`config.mk`:
```
export PLATFORM = sky130hd
export DESIGN_NAME = adp_an_mul
export DESIGN_NICKNAME = d
export VERILOG_FILES = /design/src/sv/adp_action_network_2x4x1_top_assert.svh /design/src/sv/adp_an_pkg.sv /design/src/sv/adp_an_mul.sv
export SDC_FILE = /design/constraint.sdc
export NUM_CORES = 2
export LEC_CHECK = 0
export ABC_AREA = 1
export BUFFER_PORTS_ARGS = -buffer_cell sky130_fd_sc_hd__buf_2
export CAP_MARGIN = 20
export CORE_MARGIN = 2
export CORE_UTILIZATION = 30
export DETAILED_ROUTE_END_ITERATION = 16
export PLACE_DENSITY = 0.56
export SYNTH_ARGS = -nofsm -noshare
export SYNTH_HDL_FRONTEND = slang
export SYNTH_SLANG_ARGS = --single-unit
```
`constraint.sdc`:
```
create_clock -name clk -period 7.3 [get_ports clk]
set_input_delay 0.365 -clock clk [delete_from_list [all_inputs] [get_ports clk]]
set_output_delay 0.365 -clock clk [all_outputs]
set_load 0.02 [all_outputs]
```
`src/sv/adp_action_network_2x4x1_top_assert.svh`:
```
// ---------------------------------------------------------------------------
// Assertion macros for the action network block
// Concurrent checks, clocked on clk and disabled during reset.
// ---------------------------------------------------------------------------
`ifndef ADP_ACTION_NETWORK_2X4X1_TOP_ASSERT_SVH
`define ADP_ACTION_NETWORK_2X4X1_TOP_ASSERT_SVH
`ifndef SYNTHESIS
`define ADP_AN_ASSERT(label, prop) \
	label: assert property (@(posedge clk) disable iff (!arst_n) (prop)) \
		else $error("adp_an: check failed");
`define ADP_AN_ASSERT_NEXT(label, ante, cons) \
	label: assert property (@(posedge clk) disable iff (!arst_n) (ante) |=> (cons)) \
		else $error("adp_an: check failed");
`else
`define ADP_AN_ASSERT(label, prop)
`define ADP_AN_ASSERT_NEXT(label, ante, cons)
`endif
`endif

```
`src/sv/adp_an_pkg.sv`:
```
// ---------------------------------------------------------------------------
// adp_an_pkg
// Shared constants, types, activation table and saturation for the network.
// ---------------------------------------------------------------------------
package adp_an_pkg;

	localparam int HIDDEN_UNITS = 4;
	localparam int HID_BITS     = $clog2(HIDDEN_UNITS);
	localparam int FRAC_BITS    = 24;
	localparam int ACT_DEPTH    = 256;
	localparam int TAB_BITS     = $clog2(ACT_DEPTH);
	localparam int TAB_SHIFT    = FRAC_BITS + 3 - TAB_BITS;
	localparam int TAB_W        = FRAC_BITS + 1;
	localparam int MUL_W        = 33;
	localparam int PROD_W       = 2 * MUL_W;
	localparam int ACC_W        = PROD_W - FRAC_BITS + 2;
	localparam logic signed [31:0] ONE_Q = 32'sd1 <<< FRAC_BITS;
	localparam logic signed [31:0] HID_FLOOR =
		32'(((64'd1 << FRAC_BITS) + 64'd500000) / 64'd1000000);

	localparam logic [1:0] CMD_FWD    = 2'd0;
	localparam logic [1:0] CMD_LOAD   = 2'd1;
	localparam logic [1:0] CMD_UPDATE = 2'd2;

	localparam logic REG_LEARN_RATE  = 1'b0;
	localparam logic REG_REWARD_GAIN = 1'b1;

	typedef logic [TAB_W-1:0] act_tab_t [0:ACT_DEPTH];

	typedef struct packed {
		logic                     neg;
		logic [TAB_W-1:0]         lo;
		logic signed [TAB_W:0]    diff;
		logic [TAB_SHIFT-1:0]     frac;
	} act_front_t;

	// Table of tanh(x/2) over 0..8, built at elaboration.
	function automatic act_tab_t build_act_tab();
		act_tab_t    tab;
		logic [63:0] y, term, sum, e, num, den, q, r;
		for (int i = 0; i <= ACT_DEPTH; i++) begin
			// Point i sits at x = 8 * i / ACT_DEPTH; y is x / 64 in Q30.
			y    = 64'(i) << (30 - 3 - TAB_BITS);
			term = 64'd1 << 30;
			sum  = 64'd1 << 30;
			term = ((term * y) >> 30);
			sum  = sum - term;
			term = ((term * y) >> 30) / 64'd2;
			sum  = sum + term;
			term = ((term * y) >> 30) / 64'd3;
			sum  = sum - term;
			term = ((term * y) >> 30) / 64'd4;
			sum  = sum + term;
			term = ((term * y) >> 30) / 64'd5;
			sum  = sum - term;
			term = ((term * y) >> 30) / 64'd6;
			sum  = sum + term;
			if ($signed(sum) < 0)
				e = 64'd0;
			else if (sum > (64'd1 << 30))
				e = 64'd1 << 30;
			else
				e = sum;
			for (int n = 0; n < 6; n++)
				e = (e * e + (64'd1 << 29)) >> 30;
			num = ((64'd1 << 30) - e) << FRAC_BITS;
			den = (64'd1 << 30) + e;
			num = num + (den >> 1);
			q = '0;
			r = '0;
			for (int b = 63; b >= 0; b--) begin
				r = {r[62:0], num[b]};
				if (r >= den) begin
					r    = r - den;
					q[b] = 1'b1;
				end
			end
			tab[i] = q[TAB_W-1:0];
		end
		return tab;
	endfunction

	localparam act_tab_t ACT_TAB = build_act_tab();

	function automatic logic signed [31:0] sat32(input logic signed [PROD_W-1:0] v);
		logic signed [31:0] res;
		if (v > PROD_W'(32'sh7fffffff))
			res = 32'sh7fffffff;
		else if (v < PROD_W'(-33'sh80000000))
			res = -32'sh80000000;
		else
			res = v[31:0];
		return res;
	endfunction

endpackage

```
`src/sv/adp_an_mul.sv`:
```
// ---------------------------------------------------------------------------
// adp_an_mul
// Shared signed multiplier with a registered product.
// ---------------------------------------------------------------------------
module adp_an_mul (
	input  logic                                   clk,
	input  logic signed [adp_an_pkg::MUL_W-1:0]    a,
	input  logic signed [adp_an_pkg::MUL_W-1:0]    b,
	output logic signed [adp_an_pkg::PROD_W-1:0]   prod
);

	logic signed [adp_an_pkg::PROD_W-1:0] prod_q;

	always_ff @(posedge clk) begin
		prod_q <= a * b;
	end

	assign prod = prod_q;

endmodule

```
**After elaboration in Yosys (flattened, before gate mapping)**

Cells that the tools add are included.

- Register bits: 66
- Input port bits: 67
- Output and inout bits: 66
- Logic and storage cells: 2

- Multiply operators: 1

Operators by type and width:

| cell | count |
|---|---|
| multiplier 33 x 33 -> 66 bit | 1 |

**Logic depth before layout (Yosys ltp)**

- Word-level depth: 1
- Gate-level depth with buffers: 34
- Mapped depth without buffers: 32

**Least setup slack after synthesis**

Ideal clock, no wire load.

- Path kind: in2reg
- Start: input port a[32] (netlist name)
- End: register prod_q (netlist bit prod[60])
- Library setup time: 0.113 ns
- Arrival: 7.008 ns
- Required time: 7.187 ns
- Path slack: 0.179 ns
- Stages on the path: 23
- Path buffers: 2
- Cell sequence: clkbuf_1 clkbuf_1 nand2_1 inv_1 fa_1 fa_1 fa_1 fa_1 inv_1 fa_1 fa_1 fa_1 fa_1 inv_1 ha_1 nand2_1 nor2_1 inv_1 nor3_1 nand2_1 and2_0 nand4_1 nand2_1

- Word-level cells in the longest chain between the ends: 1

Ends and longest elaborated chain:

| item | RTL line | RTL |
|---|---|---|
| start: declaration | adp_an_mul.sv:7 | `input logic signed [adp_an_pkg::MUL_W-1:0] a,` |
| multiplier 33 x 33 -> 66 bit | adp_an_mul.sv:15 | `prod_q <= a * b;` |
| end signal: assignment | adp_an_mul.sv:15 |  |
| end: declaration | adp_an_mul.sv:12 | `logic signed [adp_an_pkg::PROD_W-1:0] prod_q;` |

Every way passes these cells.

**Final worst setup path**

- Start: input port b[1] (netlist name)
- End: register prod_q (netlist bit prod[57])

- Word-level cells in the longest chain between the ends: 1

Ends and longest elaborated chain:

| item | RTL line | RTL |
|---|---|---|
| start: declaration | adp_an_mul.sv:8 | `input logic signed [adp_an_pkg::MUL_W-1:0] b,` |
| multiplier 33 x 33 -> 66 bit | adp_an_mul.sv:15 |  |

Every way passes these cells.

==> summary.txt <==
Timing
  • Unrepaired setup endpoints after global routing: false
  • Slew at the pin closest to its max-slew limit: 0.753 ns
  • Relative slew margins: 49.8%
  • # setup viols final: 0
  • Highest clock frequency the design can meet: 143 MHz
  • Post-route fraction of the period consumed by the critical path: 95.7%
  • Final Max Tran Viols: 0
  • Number of failing hold endpoints at the final stage: 0
  • Final worst path period need: 6.99 ns

Final layout
  • Area growth, synth to finish: 11.1%
  • Number of flip-flops in the largest register: 66
  • Number of inserted filler cells in the final layout: 15232
  • Total non-filler cell area in the finished layout: 47900 sq um
  • Most frequent standard cell in the layout excluding fill and tap cells: inv_1
  • Area of combinational cells with multiple inputs: 33800 sq um
  • Area of all sequential standard cells: 1320 sq um
  • Commonest cells after routing, fill and taps aside: inv_1 (1894), nand2_1 (1517), fa_1 (1145)
  • Final-stage net count: 7110
  • Share of post-route cells with drive strength above 1: 8.21%

Yosys
  • Synth Instances: 5543
  • Flops & latches, synth: 66
  • Most frequently used flop master after synthesis: dfxtp_1
  • Post-synth top area cell: fa_1
  • Netlist area before placement: 43200 sq um
  • Count of unique library cells instantiated by Yosys: 35
  • Register area share after synthesis: 3.06%
  • Syn avg cell area: 7.79 sq um
  • Yosys top cell area share: 53.1%
  • Mapped Nets: 6972
  • Yosys warning count: 0
  • Area contributors post-synth: fa_1 (53%), inv_1 (16%), nand2_1 (13%)
  • Post-synth ARST share: 0%
  • Number of enable-type register cells in the synthesized netlist: 0

Worst hold path
  • Worst Hold Launch: b[0]
  • Count of cells along the worst hold path: 4
  • Type of the most critical hold path: primary input to flip-flop
  • Endpoint, Worst Hold: prod[0]

Placement
  • Placement Cell Area: 47600 sq um
  • Placed wire-length estimate: 112 mm
  • Buffers added on ports: 132
  • Final weighted congestion of routability-driven global placement: 0.914

Global route
  • Total global routing track utilization: 17.6%
  • Via count of the first global-routing pass: 36119
  • Largest net degree at the start of global routing: 34
  • Number of antenna violations at the first check in global routing: 10
  • GRT Residual Overflow: 0
  • Global-route wire length before repair: 201 mm

Clock tree
  • Setup bufs post-CTS: 0
  • Master cell of the clock root buffer: clkbuf_16
  • Sinks on Clock Net: 66
  • Clock Tree Buf Depth: 2
  • Count of H-tree levels built during CTS: 3
  • CTS tree: yes
  • Clock edge transition at the registers on the reported setup and hold paths: 0.06 ns
  • Clock buffers created by TritonCTS: 9

Detailed routing
  • Initial DRT Pass Iterations: 7
  • Violation count after the first detailed-route iteration: 1818
  • Remaining design rule violation count: 0
  • Routed length per placed instance: 16.2 um
  • Vias: 32702
  • Total routed wirelength: 123 mm
  • Via/cell ratio: 4.31
  • Post-route ant nets: 0

Setup path
  • Crit path capture type: flip-flop
  • Endpoint arrival time on the critical path: 7.19 ns
  • Critical Path Source Type: primary input
  • Worst EP required: 7.51 ns
  • Biggest fanout along the worst timing path: 14
  • Classification of the worst setup path: primary input to flip-flop

Floorplanning
  • Width of the die: 383 um
  • Die Height: 383 um
  • Die Outline Area: 147000 sq um
  • Initial Utilization: 30.1%
  • I/O Pins: 133
  • Row Count: 139
  • Core Area: 143000 sq um

Outcome
  • Run status: finished, final reports clean

Job
  • Count of maximum capacitance violations: 0
-- critical path, cell delays in order --
cell	delay, ns
buf_2	0.36
nand2_1	0.10
inv_1	0.12
fa_1	0.53
fa_1	0.64
fa_1	0.43
buf_4	0.21
fa_1	0.55
buf_12	0.16
fa_1	0.44
fa_1	0.52
fa_1	0.49
inv_1	0.05
fa_1	0.48
inv_1	0.05
ha_1	0.29
buf_4	0.16
nand2_1	0.10
nor2_1	0.20
nand3_1	0.22
nor2_1	0.22
o21ai_0	0.23
nand4_1	0.15
nand2_1	0.10
-- how the worst max path moves through the flow --
stage | slack (ns) | to | startpoint | cells past startpoint
final | 0.31 | prod[57] | b[1] | 24
after global routing | 0.01 | prod[57] | b[20] | 28
after CTS | 0.35 | prod[57] | a[22] | 28
after detailed placement | -0.008 | prod[57] | a[22] | 28
after global placement | 0.02 | prod[63] | b[16] | 27
after floorplan | 0.18 | prod[60] | a[32] | 23
-- cell usage after synthesis, types with 2 or more instances --
library cell / instances
nand2_1: 1517
clkbuf_1: 262
xor2_1: 37
nor2_1: 131
o21ai_1: 3
nor3_1: 7
nor4_1: 4
nor2_4: 3
nand2_2: 17
o21ai_0: 19
nor2_2: 20
nand3b_1: 3
a21oi_1: 61
a21oi_2: 4
nand3_1: 70
fa_1: 1145
inv_1: 1894
xnor2_1: 4
and2_1: 2
ha_1: 217
nand3_2: 8
a21o_1: 2
or2_2: 5
nand4_1: 19
dfxtp_1: 66
o21bai_1: 14
-- per-stage QoR --
stage	std cells	worst slack, ns	utilization (%)	TNS, ns	hold WS [ns]
floorplan	5543	0.179	-	0	0.629
global placement	7572	0.0246	33.2	0	0.782
detailed placement	7572	-0.00806	33.2	-0.00806	0.781
CTS	7588	0.355	33.4	0	0.513
global route	7591	0.0144	33.5	0	0.543
finish	7591	0.315	33.5	0	0.528
-- layout make-up --
cell class	count	share of cell area (%)
multi-input combinational	3319	70.4
inverter	1895	14.8
timing repair buffer	390	6.30
tap	1903	4.97
sequential	66	2.76
clock buffer	9	0.470
clock inverter	7	0.258
antenna	2	0.0104
-- logic make-up (layout without fill, tap and decap cells) --
family / after synthesis / count (layout) / share of synthesized area [%]
fa+ha+maj: 1362 / 1362 / 59.4
simple gates: 1810 / 1810 / 16.6
other cells: 0 / 2 / 0
xor+xnor: 41 / 41 / 0.832
buf+inv: 2158 / 2301 / 18.8
compound gates: 106 / 106 / 1.38
flops: 66 / 66 / 3.06
-- what timing repair did --
item | CTS | global route
hold buffers | 0 | 0
setup endpoints to repair | 0 | 2
gates resized for setup | 0 | 2
-- routing by layer --
metal	up-vias	global-route usage (%)	part of all wire, %
met5	-	0	0.055
met4	10	4.28	2.8
met3	170	1.94	4.7
met2	771	31.7	51
met1	16483	22.4	42
li1	15268	-	-
Power is not shown: default switching activity piles up to over one toggle a cycle in this logic, so the estimate is an artifact.
